--- src/rtl/quoted_literal_scanner_unit_defines.svh ---
// ---------------------------------------------------------------------------
// Quoted literal scanner - assertion macros
// Shared concurrent assertion forms, clocked on aclk, held off during reset.
// ---------------------------------------------------------------------------
`ifndef QUOTED_LITERAL_SCANNER_UNIT_DEFINES_SVH
`define QUOTED_LITERAL_SCANNER_UNIT_DEFINES_SVH

// same-cycle implication
`define QLS_ASSERT_SAME(lbl, ante, cons, msg) \
    lbl: assert property (@(posedge aclk) disable iff (!aresetn) (ante) |-> (cons)) \
        else $error(msg);

// next-cycle implication
`define QLS_ASSERT_NEXT(lbl, ante, cons, msg) \
    lbl: assert property (@(posedge aclk) disable iff (!aresetn) (ante) |=> (cons)) \
        else $error(msg);

`endif

--- src/rtl/qls_pkg.sv ---
// ---------------------------------------------------------------------------
// Quoted literal scanner - package
// Word types, character codes, event codes and the escape map.
// ---------------------------------------------------------------------------
package qls_pkg;

    localparam int BUF_BYTES_DEF = 1024;
    localparam int LIMIT_W       = 11;
    localparam int POS_OUT_W     = 10;
    localparam int CNT_W         = 16;
    localparam int FIFO_DEPTH    = 4;
    localparam int FIFO_PTR_W    = 2;
    localparam int FIFO_LVL_W    = 3;

    localparam logic       ACT_BEGIN    = 1'b0;
    localparam logic       ACT_CHAR     = 1'b1;
    localparam logic [1:0] KIND_COMMENT = 2'd0;
    localparam logic [1:0] KIND_CHAR    = 2'd1;
    localparam logic [1:0] KIND_STRING  = 2'd2;
    localparam logic [1:0] KIND_SPECIAL = 2'd3;

    localparam logic [7:0] CH_NUL    = 8'h00;
    localparam logic [7:0] CH_LF     = 8'h0A;
    localparam logic [7:0] CH_SQUOTE = 8'h27;
    localparam logic [7:0] CH_DQUOTE = 8'h22;
    localparam logic [7:0] CH_BQUOTE = 8'h60;
    localparam logic [7:0] CH_LBRACE = 8'h7B;
    localparam logic [7:0] CH_RBRACE = 8'h7D;
    localparam logic [7:0] CH_BSLASH = 8'h5C;
    localparam logic [7:0] CH_SLASH  = 8'h2F;
    localparam logic [7:0] CH_STAR   = 8'h2A;
    localparam logic [7:0] CH_ZERO   = 8'h30;
    localparam logic [7:0] CH_NINE   = 8'h39;

    localparam logic [1:0] DIGIT_RUN_MAX = 2'd2;

    typedef enum logic [1:0] {
        EV_STORED    = 2'd0,
        EV_DONE      = 2'd1,
        EV_UNTERM    = 2'd2,
        EV_UNTERM_AR = 2'd3
    } event_t;

    typedef struct packed {
        logic               action;
        logic [1:0]         kind;
        logic [LIMIT_W-1:0] limit;
        logic [7:0]         char_in;
    } in_item_t;

    typedef struct packed {
        event_t               event_res;
        logic [POS_OUT_W-1:0] position;
        logic [7:0]           byte_value;
        logic                 overflow;
        logic [CNT_W-1:0]     char_count;
        logic                 last;
    } result_t;

    typedef struct packed {
        result_t    r0;
        result_t    r1;
        logic [1:0] n;
    } res_pair_t;

    typedef struct packed {
        logic [FIFO_LVL_W-1:0] level;
    } fifo_stat_t;

    typedef struct packed {
        logic       known;
        logic [7:0] value;
    } esc_map_t;

    function automatic esc_map_t map_escape(input logic [7:0] c);
        esc_map_t m;
        m.known = 1'b1;
        unique case (c)
            8'h74:   m.value = 8'h09;
            8'h6E:   m.value = 8'h0A;
            8'h72:   m.value = 8'h0D;
            8'h62:   m.value = 8'h08;
            8'h66:   m.value = 8'h0C;
            default: begin
                m.known = 1'b0;
                m.value = c;
            end
        endcase
        return m;
    endfunction

    function automatic logic is_digit(input logic [7:0] c);
        return (c >= CH_ZERO) && (c <= CH_NINE);
    endfunction

endpackage

--- src/rtl/qls_core.sv ---
// ---------------------------------------------------------------------------
// Quoted literal scanner - scan core
// Scan state and the per-character decode; yields up to two result words.
// ---------------------------------------------------------------------------
module qls_core import qls_pkg::*; #(
    parameter int BUF_BYTES = BUF_BYTES_DEF
) (
    input  logic      aclk,
    input  logic      aresetn,
    input  logic      fire,
    input  in_item_t  item,
    output res_pair_t res
);

    localparam int LimInMax = (1 << LIMIT_W) - 1;
    localparam int LimMax   = (BUF_BYTES < LimInMax) ? BUF_BYTES : LimInMax;
    localparam int PosW     = $clog2(LimMax + 1);
    localparam logic [LIMIT_W:0] LimMaxV = (LIMIT_W + 1)'(LimMax);
    localparam logic [CNT_W-1:0] CntMax  = '1;

    typedef enum logic [1:0] {
        M_IDLE,
        M_COMMENT,
        M_CON,
        M_ARRAY
    } mode_t;

    mode_t             mode_reg,   mode_next;
    logic [1:0]        dk_reg,     dk_next;
    logic [PosW-1:0]   lim_reg,    lim_next;
    logic [PosW-1:0]   wpos_reg,   wpos_next;
    logic [CNT_W-1:0]  lcnt_reg,   lcnt_next;
    logic              first_reg,  first_next;
    logic              esc_reg,    esc_next;
    logic [1:0]        drun_reg,   drun_next;
    logic [CNT_W-1:0]  bd_reg,     bd_next;
    logic              iq_reg,     iq_next;
    logic              star_reg,   star_next;

    logic              ovf0, ovf1;
    logic [PosW-1:0]   p0, p1, w1, w2;
    logic [7:0]        c, delim;
    logic [LIMIT_W:0]  lim_sat;
    esc_map_t          em;
    result_t           st0, st1, term;

    always_comb begin
        c     = item.char_in;
        em    = map_escape(c);
        ovf0  = wpos_reg >= lim_reg;
        p0    = ovf0 ? '0 : wpos_reg;
        w1    = p0 + 1'b1;
        ovf1  = w1 >= lim_reg;
        p1    = ovf1 ? '0 : w1;
        w2    = p1 + 1'b1;
        delim = (dk_reg == KIND_CHAR) ? CH_SQUOTE :
                (dk_reg == KIND_STRING) ? CH_DQUOTE : CH_BQUOTE;
        lim_sat = ({1'b0, item.limit} > LimMaxV) ? LimMaxV : {1'b0, item.limit};

        // store templates: first slot at p0, second at p1
        st0 = '{event_res: EV_STORED, position: POS_OUT_W'(p0), byte_value: c,
                overflow: ovf0, char_count: '0, last: 1'b1};
        st1 = '{event_res: EV_STORED, position: POS_OUT_W'(p1), byte_value: c,
                overflow: ovf1, char_count: '0, last: 1'b1};
        term = '{event_res: EV_DONE, position: POS_OUT_W'(p0), byte_value: '0,
                 overflow: ovf0, char_count: lcnt_reg, last: 1'b1};

        mode_next  = mode_reg;
        dk_next    = dk_reg;
        lim_next   = lim_reg;
        wpos_next  = wpos_reg;
        lcnt_next  = lcnt_reg;
        first_next = first_reg;
        esc_next   = esc_reg;
        drun_next  = drun_reg;
        bd_next    = bd_reg;
        iq_next    = iq_reg;
        star_next  = star_reg;
        res        = '0;

        if (item.action == ACT_BEGIN) begin
            wpos_next  = '0;
            lcnt_next  = '0;
            first_next = 1'b1;
            esc_next   = 1'b0;
            drun_next  = '0;
            bd_next    = '0;
            iq_next    = 1'b0;
            star_next  = 1'b0;
            dk_next    = item.kind;
            if (item.kind == KIND_COMMENT) begin
                mode_next = M_COMMENT;
            end else begin
                mode_next = M_CON;
                lim_next  = (item.kind == KIND_CHAR) ? PosW'(1) : PosW'(lim_sat);
            end
        end else if (mode_reg == M_IDLE) begin
            res.n = 2'd0;
        end else if (mode_reg == M_COMMENT) begin
            if (c == CH_NUL || (c == CH_SLASH && star_reg)) begin
                res.n  = 2'd1;
                res.r0 = '{event_res: (c == CH_NUL) ? EV_UNTERM : EV_DONE,
                           position: '0, byte_value: '0, overflow: 1'b0,
                           char_count: '0, last: 1'b1};
                mode_next = M_IDLE;
            end else begin
                star_next = (c == CH_STAR);
            end
        end else if (esc_reg) begin
            esc_next = 1'b0;
            if (c != CH_LF) begin
                if (mode_reg == M_CON) begin
                    if (lcnt_reg != CntMax) lcnt_next = lcnt_reg + 1'b1;
                    first_next = 1'b0;
                end
                if (is_digit(c)) begin
                    res.n     = 2'd1;
                    res.r0    = st0;
                    wpos_next = w1;
                    drun_next = 2'd1;
                end else if (c != CH_NUL) begin
                    if (!em.known && mode_reg == M_ARRAY) begin
                        // unknown escape inside an array keeps its backslash
                        res.n             = 2'd2;
                        res.r0            = st0;
                        res.r0.byte_value = CH_BSLASH;
                        res.r0.last       = 1'b0;
                        res.r1            = st1;
                        res.r1.byte_value = em.value;
                        wpos_next         = w2;
                    end else begin
                        res.n             = 2'd1;
                        res.r0            = st0;
                        res.r0.byte_value = em.value;
                        wpos_next         = w1;
                    end
                end
            end
        end else if (drun_reg != 2'd0 && is_digit(c)) begin
            res.n     = 2'd1;
            res.r0    = st0;
            wpos_next = w1;
            drun_next = (drun_reg >= DIGIT_RUN_MAX) ? 2'd0 : drun_reg + 2'd1;
        end else begin
            drun_next = 2'd0;
            if (mode_reg == M_ARRAY) begin
                if (c == CH_LBRACE && !iq_reg && bd_reg != CntMax) begin
                    bd_next = bd_reg + 1'b1;
                end else if (c == CH_RBRACE && !iq_reg && bd_reg != '0) begin
                    bd_next = bd_reg - 1'b1;
                end
                if (c == CH_NUL || c == CH_LF) begin
                    res.n                = 2'd1;
                    res.r0               = term;
                    res.r0.event_res     = EV_UNTERM_AR;
                    res.r0.char_count    = CNT_W'(p0);
                    lcnt_next            = CNT_W'(p0);
                    wpos_next            = p0;
                    mode_next            = M_CON;
                    first_next           = 1'b0;
                end else if (c == CH_BSLASH) begin
                    esc_next = 1'b1;
                end else begin
                    if (c == CH_DQUOTE) iq_next = ~iq_reg;
                    res.n     = 2'd1;
                    res.r0    = st0;
                    wpos_next = w1;
                    if (bd_next == '0) begin
                        mode_next  = M_CON;
                        first_next = 1'b0;
                        lcnt_next  = CNT_W'(w1);
                    end
                end
            end else begin
                if (c == delim) begin
                    res.n     = 2'd1;
                    res.r0    = term;
                    wpos_next = p0;
                    mode_next = M_IDLE;
                end else if (c == CH_NUL || c == CH_LF) begin
                    res.n            = 2'd1;
                    res.r0           = term;
                    res.r0.event_res = EV_UNTERM;
                    wpos_next        = p0;
                    mode_next        = M_IDLE;
                end else if (c == CH_BSLASH) begin
                    esc_next = 1'b1;
                end else if (c == CH_LBRACE && first_reg && dk_reg == KIND_STRING) begin
                    res.n     = 2'd1;
                    res.r0    = st0;
                    wpos_next = w1;
                    mode_next = M_ARRAY;
                    bd_next   = CNT_W'(1);
                    iq_next   = 1'b0;
                end else begin
                    res.n     = 2'd1;
                    res.r0    = st0;
                    wpos_next = w1;
                    if (lcnt_reg != CntMax) lcnt_next = lcnt_reg + 1'b1;
                    first_next = 1'b0;
                end
            end
        end
    end

    always_ff @(posedge aclk) begin
        if (!aresetn) begin
            mode_reg  <= M_IDLE;
            dk_reg    <= '0;
            lim_reg   <= PosW'(1);
            wpos_reg  <= '0;
            lcnt_reg  <= '0;
            first_reg <= 1'b1;
            esc_reg   <= 1'b0;
            drun_reg  <= '0;
            bd_reg    <= '0;
            iq_reg    <= 1'b0;
            star_reg  <= 1'b0;
        end else if (fire) begin
            mode_reg  <= mode_next;
            dk_reg    <= dk_next;
            lim_reg   <= lim_next;
            wpos_reg  <= wpos_next;
            lcnt_reg  <= lcnt_next;
            first_reg <= first_next;
            esc_reg   <= esc_next;
            drun_reg  <= drun_next;
            bd_reg    <= bd_next;
            iq_reg    <= iq_next;
            star_reg  <= star_next;
        end
    end

endmodule

--- src/rtl/qls_fifo.sv ---
// ---------------------------------------------------------------------------
// Quoted literal scanner - result queue
// Small register queue taking up to two result words a cycle, one out.
// ---------------------------------------------------------------------------
module qls_fifo import qls_pkg::*; (
    input  logic       aclk,
    input  logic       aresetn,
    input  logic       push,
    input  res_pair_t  res,
    input  logic       pop,
    output result_t    head,
    output fifo_stat_t stat
);

    result_t                mem_reg [FIFO_DEPTH];
    logic [FIFO_PTR_W-1:0]  rd_reg,  rd_next;
    logic [FIFO_PTR_W-1:0]  wr_reg,  wr_next;
    logic [FIFO_LVL_W-1:0]  lvl_reg, lvl_next;
    logic [1:0]             n_push;
    logic [FIFO_PTR_W-1:0]  wr_b;

    always_comb begin
        n_push   = push ? res.n : 2'd0;
        wr_b     = wr_reg + 1'b1;
        wr_next  = wr_reg + FIFO_PTR_W'(n_push);
        rd_next  = rd_reg + FIFO_PTR_W'(pop);
        lvl_next = lvl_reg + FIFO_LVL_W'(n_push) - FIFO_LVL_W'(pop);
        head     = mem_reg[rd_reg];
        stat     = '{level: lvl_reg};
    end

    always_ff @(posedge aclk) begin
        if (!aresetn) begin
            rd_reg  <= '0;
            wr_reg  <= '0;
            lvl_reg <= '0;
        end else begin
            rd_reg  <= rd_next;
            wr_reg  <= wr_next;
            lvl_reg <= lvl_next;
        end
    end

    always_ff @(posedge aclk) begin
        if (n_push != 2'd0) mem_reg[wr_reg] <= res.r0;
        if (n_push == 2'd2) mem_reg[wr_b]   <= res.r1;
    end

endmodule

--- src/rtl/quoted_literal_scanner_unit.sv ---
// ---------------------------------------------------------------------------
// Quoted literal scanner
// Scans comments, char, string and special constants one character a word.
// Registered path: in_item_reg, then the result queue. One input word per
// cycle while the queue has room; an array escape that keeps its backslash
// yields two result words, which drain at one per cycle while m_tready is
// high. The four-entry result queue sets how far the output may stall
// before s_tready drops. Reset: synchronous on aresetn low, scanner idle.
// ---------------------------------------------------------------------------
`include "quoted_literal_scanner_unit_defines.svh"

module quoted_literal_scanner_unit import qls_pkg::*; #(
    parameter int BUF_BYTES = BUF_BYTES_DEF
) (
    input  logic        aclk,
    input  logic        aresetn,
    input  logic        s_tvalid,
    output logic        s_tready,
    input  logic [23:0] s_tdata,   // limit[10:0], char_in[18:11], zero pad
    input  logic [2:0]  s_tuser,   // action[0], kind[2:1]
    output logic        m_tvalid,
    input  logic        m_tready,
    output logic [39:0] m_tdata,   // position[9:0], byte_value[17:10],
                                   // overflow[18], char_count[34:19], zero pad
    output logic [1:0]  m_tuser,   // event_res[1:0]
    output logic        m_tlast
);

    logic       in_valid_reg;
    in_item_t   in_item_reg;
    logic       fire;
    logic       pop;
    res_pair_t  res;
    result_t    head;
    fifo_stat_t stat;

    assign fire     = in_valid_reg && (stat.level <= FIFO_LVL_W'(FIFO_DEPTH - 2));
    assign s_tready = aresetn && (!in_valid_reg || fire);
    assign m_tvalid = stat.level != '0;
    assign pop      = m_tvalid && m_tready;

    always_ff @(posedge aclk) begin
        if (!aresetn) begin
            in_valid_reg <= 1'b0;
        end else if (s_tready) begin
            in_valid_reg <= s_tvalid;
        end
    end

    always_ff @(posedge aclk) begin
        if (s_tvalid && s_tready) begin
            in_item_reg <= '{action: s_tuser[0], kind: s_tuser[2:1],
                             limit: s_tdata[10:0], char_in: s_tdata[18:11]};
        end
    end

    qls_core #(
        .BUF_BYTES (BUF_BYTES)
    ) u_core (
        .aclk    (aclk),
        .aresetn (aresetn),
        .fire    (fire),
        .item    (in_item_reg),
        .res     (res)
    );

    qls_fifo u_fifo (
        .aclk    (aclk),
        .aresetn (aresetn),
        .push    (fire),
        .res     (res),
        .pop     (pop),
        .head    (head),
        .stat    (stat)
    );

    assign m_tdata = {5'd0, head.char_count, head.overflow, head.byte_value, head.position};
    assign m_tuser = head.event_res;
    assign m_tlast = head.last;

    `QLS_ASSERT_SAME(a_level_bound, 1'b1, stat.level <= FIFO_LVL_W'(FIFO_DEPTH), "queue overrun")
    `QLS_ASSERT_NEXT(a_item_held, in_valid_reg && !fire, in_valid_reg, "input word lost")
    `QLS_ASSERT_SAME(a_pair_last, fire && res.n == 2'd2, !res.r0.last && res.r1.last, "bad last mark")

endmodule
--- config.mk ---
export PLATFORM = sky130hd
export DESIGN_NAME = quoted_literal_scanner_unit
export DESIGN_NICKNAME = d
export VERILOG_FILES = /design/src/rtl/qls_pkg.sv /design/src/rtl/qls_core.sv /design/src/rtl/qls_fifo.sv /design/src/rtl/quoted_literal_scanner_unit.sv
export VERILOG_INCLUDE_DIRS = /design/src /design/src/rtl
export SDC_FILE = /design/constraint.sdc
export NUM_CORES = 1
export LEC_CHECK = 0
export BUFFER_PORTS_ARGS = -buffer_cell sky130_fd_sc_hd__buf_2
export CORE_MARGIN = 3
export CORE_UTILIZATION = 45
export DETAILED_ROUTE_END_ITERATION = 8
export MAX_ROUTING_LAYER = met4
export SYNTH_ARGS = -nofsm -noshare
export SYNTH_HDL_FRONTEND = slang
export SYNTH_SLANG_ARGS = --single-unit
--- constraint.sdc ---
create_clock -name aclk -period 7.8 [get_ports aclk]
set_input_delay 0.39 -clock aclk [delete_from_list [all_inputs] [get_ports aclk]]
set_output_delay 0.39 -clock aclk [all_outputs]
set_load 0.05 [all_outputs]
* Word level (Yosys, flattened, before mapping)
Memory sizes are Yosys's and may differ from the RTL's. A register that Yosys moved wholly into a read port is not among the register bits.
Index checks and enable logic that the tools add are counted.
** Word-level totals
- Word-level logic and storage cells :: 293
- Memories kept :: 1
- RAM bits :: 152
- Register bits :: 94
- Output and inout port bits :: 45
** Operators by class
- Eq/ne operators :: 56
- Magnitude comparators :: 7
- $add $sub $neg :: 11
- Reduce and logical (&&, ||, !) cells :: 40
- Bitwise gates (word level) :: 3
- Muxes and demuxes :: 156
** Memory list
- u_fifo.mem_reg :: words 4, width 38, rd ports 1, clocked after Yosys merged registers in 1, wr ports 2, RTL line qls_fifo.sv:15 : result_t mem_reg [FIFO_DEPTH];
** Operators with widths (count)
- 2-to-1 mux 16 bit :: 34
- 2-to-1 mux 38 bit :: 11
- 2-to-1 mux 11 bit :: 17
- 2-to-1 mux 78 bit :: 2
- 2-to-1 mux 76 bit :: 2
- 2-to-1 mux 36 bit :: 3
- 2-to-1 mux 2 bit :: 35
- == test 8 x 7 -> 1 bit, second input constant :: 8
- 2-to-1 mux 1 bit :: 48
- one-hot mux 8 bit (5 select lines) :: 1
- adder 16 x 1 -> 16 bit, second input constant :: 2
- inequality test 16 bit, second input constant :: 2
- 2-to-1 mux 26 bit :: 1
- == test 8 x 6 -> 1 bit, second input constant :: 3
- inequality test 3 bit, second input constant :: 8
- AND reduction 12 bit :: 2
- adder 11 x 1 -> 11 bit, second input constant :: 2
- >= comparator 11 bit :: 2
- inequality test 3 x 2 -> 1 bit, second input constant :: 7
- inequality test 5 x 4 -> 1 bit, second input constant :: 4
- AND reduction 9 bit :: 2
- zero test 16 bit :: 1
- nonzero test 16 bit :: 1
- subtractor 16 x 1 -> 16 bit, second input constant :: 1
- other kinds (38) :: 74

* Longest topological paths before layout
Gate-level depths: netlist of the first run.
- Depth after elaboration :: 21
- Mapped depth :: 32
- Gate-level depth less buffers :: 30

* Hierarchy
Synthesis of the first run repeated with hierarchy kept, for this count alone.
** Unflattened totals
- Cells, all modules :: 1455
- Area, all modules :: 15337.2 um2
** Modules (own cells, without submodules)
- qls_fifo :: instances 1, area each 7792.5 um2, seq. area each 4704.5 um2, cells an instance 420
- qls_core :: instances 1, area each 6757.7 um2, seq. area each 1281.2 um2, cells an instance 996
- quoted_literal_scanner_unit :: instances 1, area each 787.0 um2, seq. area each 680.7 um2, cells an instance 39

* Least setup slack after synthesis of the first run
Ideal clock, no wire load.
- Path type :: flip-flop to flip-flop
- From :: reg u_core.wpos_reg[0]
- To :: reg u_core.wpos_reg[6]
- Arrival time :: 6.044 ns
- Cell stages (with the launch flop) :: 31
- Path slack :: 1.677 ns
- Buffers on the path :: 2
- Setup time :: 0.079 ns
- Cells stage by stage :: dfxtp_1 > inv_1 > ha_1 > nand2b_1 > a21o_1 > a21o_1 > a41o_1 > a211oi_1 > clkbuf_1 > ha_1 > nand3_1 > nor2_1 > and3_1 > xor2_1 > o211ai_1 > inv_1 > ha_1 > and4_1 > o211ai_1 > o211a_1 > nor2_1 > clkbuf_1 > nor2_1 > ha_1 > nand2_1 > nor2_1 > a32oi_1 > nand2_1 > a2111oi_0 > nor3_1 > o211ai_1
** Between the ends
- Word-level cells in the longest chain between the ends :: 14
- Elaborated cells on any way between the ends :: 19
- Those cells by class :: add/sub (2); order compare (2); mux (15)
** Ends and longest elaborated chain
- start, declared :: RTL line qls_core.sv:31 : logic [PosW-1:0] wpos_reg, wpos_next;
- start signal, assigned :: RTL line qls_core.sv:223 : wpos_reg <= wpos_next;
- >= comparator 11 bit :: RTL line qls_core.sv:50 : ovf0 = wpos_reg >= lim_reg;
- 2-to-1 mux 11 bit (*) :: RTL line qls_core.sv:51 : p0 = ovf0 ? '0 : wpos_reg;
- adder 11 x 1 -> 11 bit :: RTL line qls_core.sv:52 : w1 = p0 + 1'b1;
- >= comparator 11 bit :: RTL line qls_core.sv:53 : ovf1 = w1 >= lim_reg;
- 2-to-1 mux 11 bit :: RTL line qls_core.sv:54 : p1 = ovf1 ? '0 : w1;
- adder 11 x 1 -> 11 bit :: RTL line qls_core.sv:55 : w2 = p1 + 1'b1;
- 2-to-1 mux 11 bit :: RTL line qls_core.sv:122 : if (!em.known && mode_reg == M_ARRAY) begin
- 2-to-1 mux 11 bit :: RTL line qls_core.sv:121 : end else if (c != CH_NUL) begin
- 2-to-1 mux 11 bit :: RTL line qls_core.sv:116 : if (is_digit(c)) begin
- 2-to-1 mux 11 bit :: RTL line qls_core.sv:111 : if (c != CH_LF) begin
- 2-to-1 mux 11 bit (*) :: RTL line qls_core.sv:109 : end else if (esc_reg) begin
- 2-to-1 mux 11 bit (*) :: RTL line qls_core.sv:99 : end else if (mode_reg == M_COMMENT) begin
- 2-to-1 mux 11 bit (*) :: RTL line qls_core.sv:97 : end else if (mode_reg == M_IDLE) begin
- 2-to-1 mux 11 bit (*) :: RTL line qls_core.sv:81 : if (item.action == ACT_BEGIN) begin
Every way passes the cells marked *; elsewhere a longest branch is shown, timed or not. The select of a mux whose other input is x is not followed.
A chain may end at the register's enable or synchronous reset.

* Final worst setup path of the first run
- From :: reg u_core.wpos_reg[4]
- To :: reg u_core.wpos_reg[6]
The elaborated chain is that of the path after synthesis.

==> results.md, run 1 <==
* Run status: finished, final reports clean
* Synthesized-area fraction occupied by and/or/nand/nor cells at 20.4%
* Max Cap Violations at 0
* Reg clk slew, reported paths at roughly 60 ps
* Core Util, Final at between 50% and 60%
* Site Rows at 64
* Hold Crit Class: input port to flop
* Layout net count at roughly 1700
* Setup bufs post-CTS at 0
* Gr usage total at 25.4%
* Switch Pwr at about 1.1 mW
* Number of remaining DRC errors at 0
* Hold-fix buffers, CTS at 10
* Final WL at between 40000 and 50000 microns
* First-pass GRT wire length at 67000 microns
* RSZ-0062 raised after global routing: no
* Post-route worst setup slack at 643 ps
* Endpoints failing hold at 0
* Max FFs per register at around 150
* EDFF count, synth at between 100 and 150
* Max Fclk at 0.140 GHz
* Post-CTS Resized at 0
* Met3 usage at ~4.2%
* Post-synthesis register bit count at approximately 250
* TritonCTS clock tree: built
* CORE AREA at 30700 sq um
* Critical path class: flop to flop
* Final period util at between 90% and 100%
* CTS max path bufs at 3
* Num CTS Buffers at 28
* Die Width at approximately 180 microns
* Dpl hpwl at between 20000 and 30000 microns
* Largest family of logic cells by synthesized area: simple AND/OR/NAND/NOR gates
* Die area at about 34000 sq um
* Clk sink count at roughly 250
* Setup TNS at 0 ps
* Pwr Density at about 220 nW/um^2
* Max VDD drop at 0.189 mV
* XOR/XNOR Fraction of Synth Area at under 10%
* Distinct cells, synth at 86
* Slew @ Worst Pin at approximately 1100 ps
* Initial DRC Count at about 1300
* WP data required at between 8000 and 9000 ps
* Io pins at between 70 and 80
* Post-DRT Antenna Nets at 0
* ANT cells at 0
* Synth Flop Type: dfxtp_1
* Comb power frac at 21.4%
* P_leak at 5.52 nW
* Worst-Skew Late Latency at between 500 and 600 ps
* Routed via count at between 10000 and 15000
* Area Overhead vs Synth at 11.4%
* Global placement routability congestion at 0.944
* M1 GR Usage at between 30% and 40%
* Vias per cell at ~6.2
* Internal power at 2.37 mW
* Die Span Y at roughly 180 microns
* Clock power frac at roughly two fifths
* Cells after Synth at approximately 1600
* Synth Area in Compound Gates at 19.4%
* Power, Total at between 3 and 4 mW
* Post-Syn Area at approximately 14000 sq um
* Drt first pass iters at 6
* Slew Limit Fails at 0
* Sequential-to-total area share from yosys stat at 42.1%
* Global route total overflow at 0
* Fillcell total at ~2900
* WL/cell at between 20 and 25 microns
* Crit. End Element: flop
* Global routing's busiest layer: met2
* Root buffer cell: clkbuf_16
* Commonest non-fill, non-tap cells in the layout: nand2_1 (142), dfxtp_1 (142), o21ai_0 (135)
* Adder-cell share of the synthesized area at about 3.3%
* Initial Utilization at ~46%
* Mux cell area share after synthesis at ~7.3%
* Worst setup SP type: flop
* Ys Warns at 0
* Synthesized area per cell at about 9.0 sq um
* Switching Fraction at a little over 30%
* Worst Path Arrival at 7630 ps
* Ratio of cells with drive above 1 in the final layout at 12.9%
* CTS H-tree lvls at 1
* Worst Path Max Fanout at 14
* Reg power frac at ~40%
* Setup violators final at 0
* Pin count of the biggest net entering global routing at between 50 and 60
* Clock skew at about 15 ps
* Inst Count DP at between 1500 and 2000
* I/O Buffers at 65
* Initial antenna violation count at 0
* Slew headroom at roughly a quarter
* Fin crit period at roughly 7200 ps
* Asr flop ratio synth at 0%
* Non-filler cells, final at 2000
* GR Util met2 at a little under two fifths
* Setup slack at placement at a little under 900 ps
* Vias in the first global route at around 12000
==> kinds of logic after synthesis <==
| group | count (synthesis) |
|---|---|
| flip-flops | 246 |
| XOR/XNOR | 38 |
| adder cells (fa/ha/maj) | 37 |
| multiplexers | 55 |
| other | 1 |
| AO/OA/AOI/OAI | 432 |
| buffers and inverters | 181 |
| AND/OR/NAND/NOR | 575 |
==> metrics by stage <==
| stage | area [sq um] | hold slack [ps] |
|---|---|---|
| 3_5_place_dp | 14700 | 456 |
| 3_3_place_gp | 14700 | 450 |
| 6_report | 15700 | 14.6 |
| 4_1_cts | 15700 | 3.11 |
| 2_1_floorplan | 14100 | 438 |
| 5_1_grt | 15700 | 3.28 |
==> power by group through the flow <==
stage	clock, mW	combinational [mW]	sequential [mW]
final	1.31	0.736	1.39
after global routing	1.39	0.792	1.39
after CTS	1.34	0.745	1.38
after detailed placement	0	0.740	1.41
after global placement	0	0.737	1.41
after floorplan	0	0.588	1.40
==> per-layer routing <==
metal  up-vias  wire, microns
li1       5900              -
met1      5906          19700
met2       503          18100
met3        75           3260
met4         0           1090
met5         -              0
==> area by class of cell <==
| class | instances | area, sq um | share of cell area, % |
|---|---|---|---|
| Clock buffer | 43 | 838 | 5.33 |
| Clock inverter | 9 | 87.6 | 0.557 |
| Inverter | 65 | 244 | 1.55 |
| Multi-Input combinational cell | 1142 | 7510 | 47.8 |
| Sequential cell | 246 | 5950 | 37.8 |
| Tap cell | 396 | 495 | 3.15 |
| Timing Repair Buffer | 99 | 606 | 3.85 |
==> final timing paths <==
kind | depth (start not counted) | slack [ps] | endpoint | start
max | 27 | 640 | u_core.wpos_reg[6] | u_core.wpos_reg[4]
min | 1 | 10 | in_item_reg[4] | s_tdata[15]
min reg2reg | 2 | 470 | u_fifo.mem_reg[3][1] | u_fifo.mem_reg[3][1]
max reg2reg | 27 | 640 | u_core.wpos_reg[6] | u_core.wpos_reg[4]
==> worst max-delay path: stages (launching register included) <==
cell and delay, ps:
dfxtp_1 600, ha_1 340, a21o_1 170, a211o_1 300, a41o_1 280, a211oi_1 340
ha_1 200, buf_4 180, nand3_1 150, nor2_1 260, xnor2_1 160, nor2_1 70
o21ai_1 400, inv_1 110, ha_1 310, and4_1 210, o211ai_1 90, o211a_1 300
nor2_1 750, nor2_1 90, ha_1 300, nand2_1 120, nor2_1 40, a32oi_1 200
nand2_1 180, a2111oi_0 640, nor3_1 120, o211ai_1 190
==> Yosys cell counts (7+ instances only) <==
| master | n | area [sq um] |
|---|---|---|
| a21oi_1 | 65 | 325 |
| nor4_1 | 7 | 43.8 |
| a21o_1 | 14 | 105 |
| xnor2_1 | 20 | 175 |
| o211ai_1 | 15 | 113 |
| nor2b_1 | 13 | 81.3 |
| mux2i_1 | 11 | 110 |
| edfxtp_1 | 102 | 3060 |
| buf_1 | 8 | 30.0 |
| and2_1 | 12 | 75.1 |
| or4_1 | 13 | 97.6 |
| ha_1 | 36 | 450 |
| and3_1 | 19 | 119 |
| o21ai_0 | 135 | 676 |
| mux4_2 | 38 | 856 |
| nand4_1 | 20 | 125 |
| xor2_1 | 18 | 158 |
| nand2_1 | 142 | 533 |
| inv_1 | 64 | 240 |
| nor2_1 | 119 | 447 |
| and4_1 | 8 | 70.1 |
| nand3_1 | 109 | 546 |
| a31oi_1 | 11 | 68.8 |
| a22oi_1 | 31 | 233 |
| or3_1 | 13 | 81.3 |
| dfxtp_1 | 144 | 2880 |
| o21a_1 | 10 | 75.1 |
| nor3b_1 | 7 | 52.6 |
| nand2b_1 | 12 | 75.1 |
| o21ai_1 | 11 | 55.1 |
| o22ai_1 | 68 | 425 |
| nor3_1 | 51 | 255 |
| clkbuf_1 | 95 | 357 |
Power figures use the tool's default switching activity.
==> run 2: changes to the inputs <==
--- a/config.mk
+++ b/config.mk
@@ -7,10 +7,13 @@
 export NUM_CORES = 1
 export LEC_CHECK = 0
 export BUFFER_PORTS_ARGS = -buffer_cell sky130_fd_sc_hd__buf_2
+export CELL_PAD_IN_SITES_DETAIL_PLACEMENT = 0
+export CELL_PAD_IN_SITES_GLOBAL_PLACEMENT = 2
 export CORE_MARGIN = 3
-export CORE_UTILIZATION = 45
+export CORE_UTILIZATION = 35
 export DETAILED_ROUTE_END_ITERATION = 8
 export MAX_ROUTING_LAYER = met4
+export PLACE_DENSITY_LB_ADDON = 0.1
 export SYNTH_ARGS = -nofsm -noshare
 export SYNTH_HDL_FRONTEND = slang
 export SYNTH_SLANG_ARGS = --single-unit
==> results.md, run 2 (synthesis gave the netlist of run 1 again) <==
* Run status: finished, final reports clean (unchanged)
* CTS max path bufs at 3 (unchanged)
* Die area at 42800 sq um (was 33500 sq um)
* Clock skew at 14.4 ps (was 15.2 ps)
* Pin count of the biggest net entering global routing at 54 (was 53)
* P_leak at 5.59 nW (was 5.52 nW)
* Max Fclk at 0.142 GHz (was 0.140 GHz)
* Area Overhead vs Synth at 13.7% (was 11.4%)
* Site Rows at 72 (was 64)
* Pwr Density at 218 nW/um^2 (about the same)
* Layout net count at 1665 (was 1650)
* RSZ-0062 raised after global routing: no (unchanged)
* Ratio of cells with drive above 1 in the final layout at 13.1% (was 12.9%)
* I/O Buffers at 65 (unchanged)
* Num CTS Buffers at 29 (was 28)
* WL/cell at 21.7 microns (was 21.0 microns)
* Clk sink count at 246 (unchanged)
* TritonCTS clock tree: built (unchanged)
* Drt first pass iters at 5 (was 6)
* Most frequent cell on the critical path: ha_1 (was nor2_1)
* Endpoints failing hold at 0 (unchanged)
* Gr usage total at 22.3% (was 25.4%)
* Worst-Skew Late Latency at 560 ps (about the same)
* Final hold slack at 72.8 ps (was 14.6 ps)
* Dpl hpwl at 32500 microns (was 28600 microns)
* Die Span Y at 207 microns (was 183 microns)
* Critical path class: flop to flop (unchanged)
* Slew Limit Fails at 0 (unchanged)
* Worst setup SP type: flop (unchanged)
* Slew headroom at 26.3% (was 25.0%)
* Non-filler cells, final at 2138 (was 2000)
* Initial antenna violation count at 0 (unchanged)
* Slowest stage delay, CP at 600 ps (was 750 ps)
* Inst Count DP at 2062 (was 1938)
* Routed via count at 12200 (was 12400)
* Number of remaining DRC errors at 0 (unchanged)
* Worst Path Max Fanout at 12 (was 14)
* Power, Total at 3.51 mW (was 3.43 mW)
* Max Cap Violations at 0 (unchanged)
* Vias per cell at 5.73 (was 6.19)
* Worst Path Arrival at 7530 ps (was 7630 ps)
* Hold Crit Class: input port to flop (unchanged)
* Crit. End Element: flop (unchanged)
* Setup TNS at 0 ps (unchanged)
* Global placement routability congestion at 0.872 (was 0.944)
* Die Width at 207 microns (was 183 microns)
* Post-DRT Antenna Nets at 0 (unchanged)
* Initial DRC Count at 835 (was 1262)
* Fin crit period at 7050 ps (was 7160 ps)
* Final period util at 90.3% (was 91.8%)
* Vias in the first global route at 11900 (about the same)
* Slew @ Worst Pin at 1100 ps (was 1110 ps)
* First-pass GRT wire length at 72300 microns (was 67000 microns)
* Core Util, Final at 40.9% (was 51.2%)
* Final WL at 46300 microns (was 42100 microns)
* Commonest non-fill, non-tap cells in the layout: nand2_1 (142), dfxtp_1 (142), o21ai_0 (135) (unchanged)
* Io pins at 76 (unchanged)
* Global route total overflow at 0 (unchanged)
* WP data required at 8280 ps (about the same)
* CORE AREA at 39300 sq um (was 30700 sq um)
* Max VDD drop at 0.153 mV (was 0.189 mV)
* Initial Utilization at 35.9% (was 45.9%)
* ANT cells at 0 (unchanged)
* Reg clk slew, reported paths at 70 ps (was 60 ps)
* Slowest cell on crit path: a2111oi_0 (was nor2_1)
* Max FFs per register at 152 (unchanged)
* Root buffer cell: clkbuf_16 (unchanged)
* CTS H-tree lvls at 1 (unchanged)
* Setup violators final at 0 (unchanged)
* Fillcell total at 4052 (was 2928)
run 2: cell count changes in the layout (fill, tap and decap cells not counted), moves of 2 or more:
cell,delta
clkinv_4,+3
clkbuf_1,-5
dlygate4sd3_1,+12
buf_4,+2
bufinv_16,+3
clkbuf_8,-6
clkinv_1,+3
clkinvlp_2,+5
run 2: routing by layer:
metal | vias up | track usage, % | wire (microns)
met5 | - | - | 0
met4 | 0 | 4.86 | 830
met3 | 57 | 2.16 | 2050
met2 | 280 | 34.2 | 20700
met1 | 5987 | 32.3 | 22700
li1 | 5924 | - | -
run 2: critical path: cells and delay by family (launching register included):
family | cells | cell delay [ps]
simple gates | 9 | 1500
buf+inv | 4 | 600
flops | 1 | 560
compound gates | 11 | 3130
fa+ha+maj | 4 | 1080
xor+xnor | 1 | 90
run 2: through the flow:
stage	worst slack, ps	cell area [sq um]
2_1_floorplan	1680	14100
3_3_place_gp	865	14900
3_5_place_dp	825	14900
4_1_cts	770	16100
5_1_grt	78.0	16100
6_report	754	16100
run 2: final timing paths:
path | from | to | slack (ps) | cells past startpoint
max | u_core.wpos_reg[4] | u_core.wpos_reg[6] | 750 | 29
min | s_tvalid | in_valid_reg | 70 | 3
max reg2reg | u_core.wpos_reg[4] | u_core.wpos_reg[6] | 750 | 29
min reg2reg | u_fifo.mem_reg[1][1] | u_fifo.mem_reg[1][1] | 470 | 2
run 2: where the power goes:
group          leakage (nW)  switching (mW)  internal, mW
logic                  3.02           0.498         0.247
registers              2.11          0.0295          1.36
clock network         0.455           0.561         0.814
total                  5.59            1.09          2.42
run 2: final cells by class:
class | count | area (sq um) | area share (%)
flip-flops and latches | 246 | 5950 | 37.0
inverters | 65 | 244 | 1.52
clock inverters | 22 | 225 | 1.40
multi-input cells | 1142 | 7510 | 46.8
repair buffers | 113 | 741 | 4.61
well taps | 518 | 648 | 4.04
clock buffers | 32 | 737 | 4.59
run 2: repair_timing:
action / 4_1_cts / 5_1_grt
resized for setup: 0 / 0
endpoints found under the setup margin: 0 / 0
hold buffers: 22 / 0
hold endpoints to repair: 22 / 0
buffers inserted: 0 / 0
==> run 3: changes to the inputs <==
--- a/config.mk
+++ b/config.mk
@@ -7,13 +7,11 @@
 export NUM_CORES = 1
 export LEC_CHECK = 0
 export BUFFER_PORTS_ARGS = -buffer_cell sky130_fd_sc_hd__buf_2
-export CELL_PAD_IN_SITES_DETAIL_PLACEMENT = 0
-export CELL_PAD_IN_SITES_GLOBAL_PLACEMENT = 2
 export CORE_MARGIN = 3
 export CORE_UTILIZATION = 35
 export DETAILED_ROUTE_END_ITERATION = 8
 export MAX_ROUTING_LAYER = met4
-export PLACE_DENSITY_LB_ADDON = 0.1
+export REMOVE_ABC_BUFFERS = 1
 export SYNTH_ARGS = -nofsm -noshare
 export SYNTH_HDL_FRONTEND = slang
 export SYNTH_SLANG_ARGS = --single-unit
==> results.md, run 3 (synthesis gave the netlist of run 1 again) <==
* Run status: finished, final reports clean (unchanged)
* Internal reg-to-reg setup slack at 1140 ps (was 750 ps)
* Slowest stage delay, CP at 620 ps (was 600 ps)
* Layout net count at 1663 (was 1665)
* Initial antenna violation count at 0 (unchanged)
* Fillcell total at 3961 (was 4052)
* Max FFs per register at 152 (unchanged)
* First-pass GRT wire length at 67200 microns (was 72300 microns)
* Vias in the first global route at 12000 (was 11900)
* Power, Total at 3.45 mW (was 3.51 mW)
* Drt first pass iters at 5 (unchanged)
* Top cell family by delay on the critical path: compound AO/OA/AOI/OAI gates (unchanged)
* Crit. End Element: flop (unchanged)
* Root buffer cell: clkbuf_16 (unchanged)
* RSZ-0062 raised after global routing: no (unchanged)
* Pwr Density at 216 nW/um^2 (was 218 nW/um^2)
* Slowest cell on crit path: a2111oi_0 (unchanged)
* Max VDD drop at 0.153 mV (about the same)
* Slew @ Worst Pin at 1190 ps (was 1100 ps)
* Worst-Skew Late Latency at 570 ps (was 560 ps)
* Initial DRC Count at 1126 (was 835)
* Post-CTS Resized at 0 (unchanged)
* Design area at 16000 sq um (was 16100 sq um)
* Slew headroom at 19.8% (was 26.3%)
* TritonCTS clock tree: built (unchanged)
* Io pins at 76 (unchanged)
* Worst Path Max Fanout at 14 (was 12)
* DP Area at 14900 sq um (about the same)
* Commonest non-fill, non-tap cells in the layout: nand2_1 (142), dfxtp_1 (142), o21ai_0 (135) (unchanged)
* Worst R2R Start: u_core.wpos_reg[0] (was u_core.wpos_reg[4])
* CTS max path bufs at 3 (unchanged)
* Hold Path Cell Cnt at 3 (unchanged)
* Bufs and invs on worst path at 5 (was 4)
* Most frequent cell on the critical path: ha_1 (unchanged)
* Die Width at 207 microns (unchanged)
* Site Rows at 72 (unchanged)
* Worst Path Arrival at 7150 ps (was 7530 ps)
* Max Fclk at 0.150 GHz (was 0.142 GHz)
* Clk sink count at 246 (unchanged)
* I/O Buffers at 65 (unchanged)
* Die Span Y at 207 microns (unchanged)
* Critical path class: flop to flop (unchanged)
* Global placement routability congestion at 0.943 (was 0.872)
* Pin count of the biggest net entering global routing at 54 (unchanged)
* Final WL at 42100 microns (was 46300 microns)
* Reg-to-Reg End: u_core.wpos_reg[6] (unchanged)
* Fin crit period at 6660 ps (was 7050 ps)
* Reg clk slew, reported paths at 60 ps (was 70 ps)
* Hold_sp: s_tvalid (unchanged)
* P_leak at 5.58 nW (was 5.59 nW)
* Dpl hpwl at 29600 microns (was 32500 microns)
* CORE AREA at 39300 sq um (unchanged)
* Setup violators final at 0 (unchanged)
* Clock skew at 22.3 ps (was 14.4 ps)
* Final hold slack at 85.7 ps (was 72.8 ps)
* Routed via count at 12500 (was 12200)
* Endpoints failing hold at 0 (unchanged)
* Num CTS Buffers at 28 (was 29)
* Worst hold endpoint: in_valid_reg (unchanged)
* WP data required at 8290 ps (was 8280 ps)
* Setup TNS at 0 ps (unchanged)
* Initial Utilization at 35.9% (unchanged)
* ANT cells at 0 (unchanged)
* Slew Limit Fails at 0 (unchanged)
* Final period util at 85.4% (was 90.3%)
* Vias per cell at 5.83 (was 5.73)
* Worst setup SP type: flop (unchanged)
* Global route total overflow at 0 (unchanged)
* Ratio of cells with drive above 1 in the final layout at 12.8% (was 13.1%)
* WL/cell at 19.7 microns (was 21.7 microns)
* Post-DRT Antenna Nets at 0 (unchanged)
* CTS H-tree lvls at 1 (unchanged)
* Number of remaining DRC errors at 0 (unchanged)
* Hold Crit Class: input port to flop (unchanged)
* Die area at 42800 sq um (unchanged)
* Max Cap Violations at 0 (unchanged)
* Gr usage total at 20.2% (was 22.3%)
* Area Overhead vs Synth at 13.5% (was 13.7%)
* R2r worst-path depth at 30 (was 29)
[run 3: cell types whose count changed in the layout (fill, tap and decap cells not counted), sizes merged]
cell,before,now
clkinv,11,4
bufinv,4,2
buf,91,90
clkinvlp,6,1
inv,66,65
clkbuf,32,45
[run 3: worst max-delay path by stage]
stage / from / end / slack, ps / depth (start not counted)
2_1_floorplan: u_core.wpos_reg[0] / u_core.wpos_reg[6] / 1100 / 28
3_3_place_gp: u_core.wpos_reg[0] / u_core.wpos_reg[4] / 1280 / 29
3_5_place_dp: u_core.wpos_reg[0] / u_core.wpos_reg[4] / 1210 / 29
4_1_cts: u_core.wpos_reg[0] / u_core.wpos_reg[4] / 1200 / 29
5_1_grt: u_core.wpos_reg[0] / u_core.wpos_reg[6] / 640 / 30
6_report: u_core.wpos_reg[0] / u_core.wpos_reg[6] / 1140 / 30
[run 3: tightest hold or removal path, cell delays in order]
cell and delay, ps:
buf_2 100, inv_1 50, a21oi_1 50
[run 3: final cells by class]
cell class | count | area (sq um) | area share, %
Clock buffer | 45 | 816 | 5.09
Tap cell | 518 | 648 | 4.05
Clock inverter | 7 | 118 | 0.734
Multi-Input combinational cell | 1142 | 7510 | 46.9
Timing Repair Buffer | 112 | 733 | 4.58
Sequential cell | 246 | 5950 | 37.1
Inverter | 65 | 244 | 1.52
[run 3: repair_timing]
item                                   in CTS  in global routing
buffers inserted                            0                  0
hold buffers                               22                  0
endpoints found under the hold margin      22                  0
[run 3: stage by stage]
stage / instances / setup WS, ps / utilization [%]
2_1_floorplan: 1453 / 1100 / -
3_3_place_gp: 2061 / 1280 / 37.8
3_5_place_dp: 2061 / 1210 / 37.8
4_1_cts: 2135 / 1200 / 40.8
5_1_grt: 2135 / 639 / 40.8
6_report: 2135 / 1140 / 40.8
[run 3: power breakdown]
group	total, mW	switching, mW	leakage [nW]	internal, mW
Combinational	0.735	0.487	3.02	0.249
Clock	1.33	0.542	0.450	0.785
Sequential	1.39	0.0327	2.11	1.36
[run 3: per-layer routing]
| layer | track usage, % | routed length, microns |
|---|---|---|
| met5 | - | 0 |
| met3 | 2.41 | 2590 |
| met4 | 5.18 | 1020 |
| met1 | 27.8 | 19100 |
| met2 | 31.9 | 19500 |
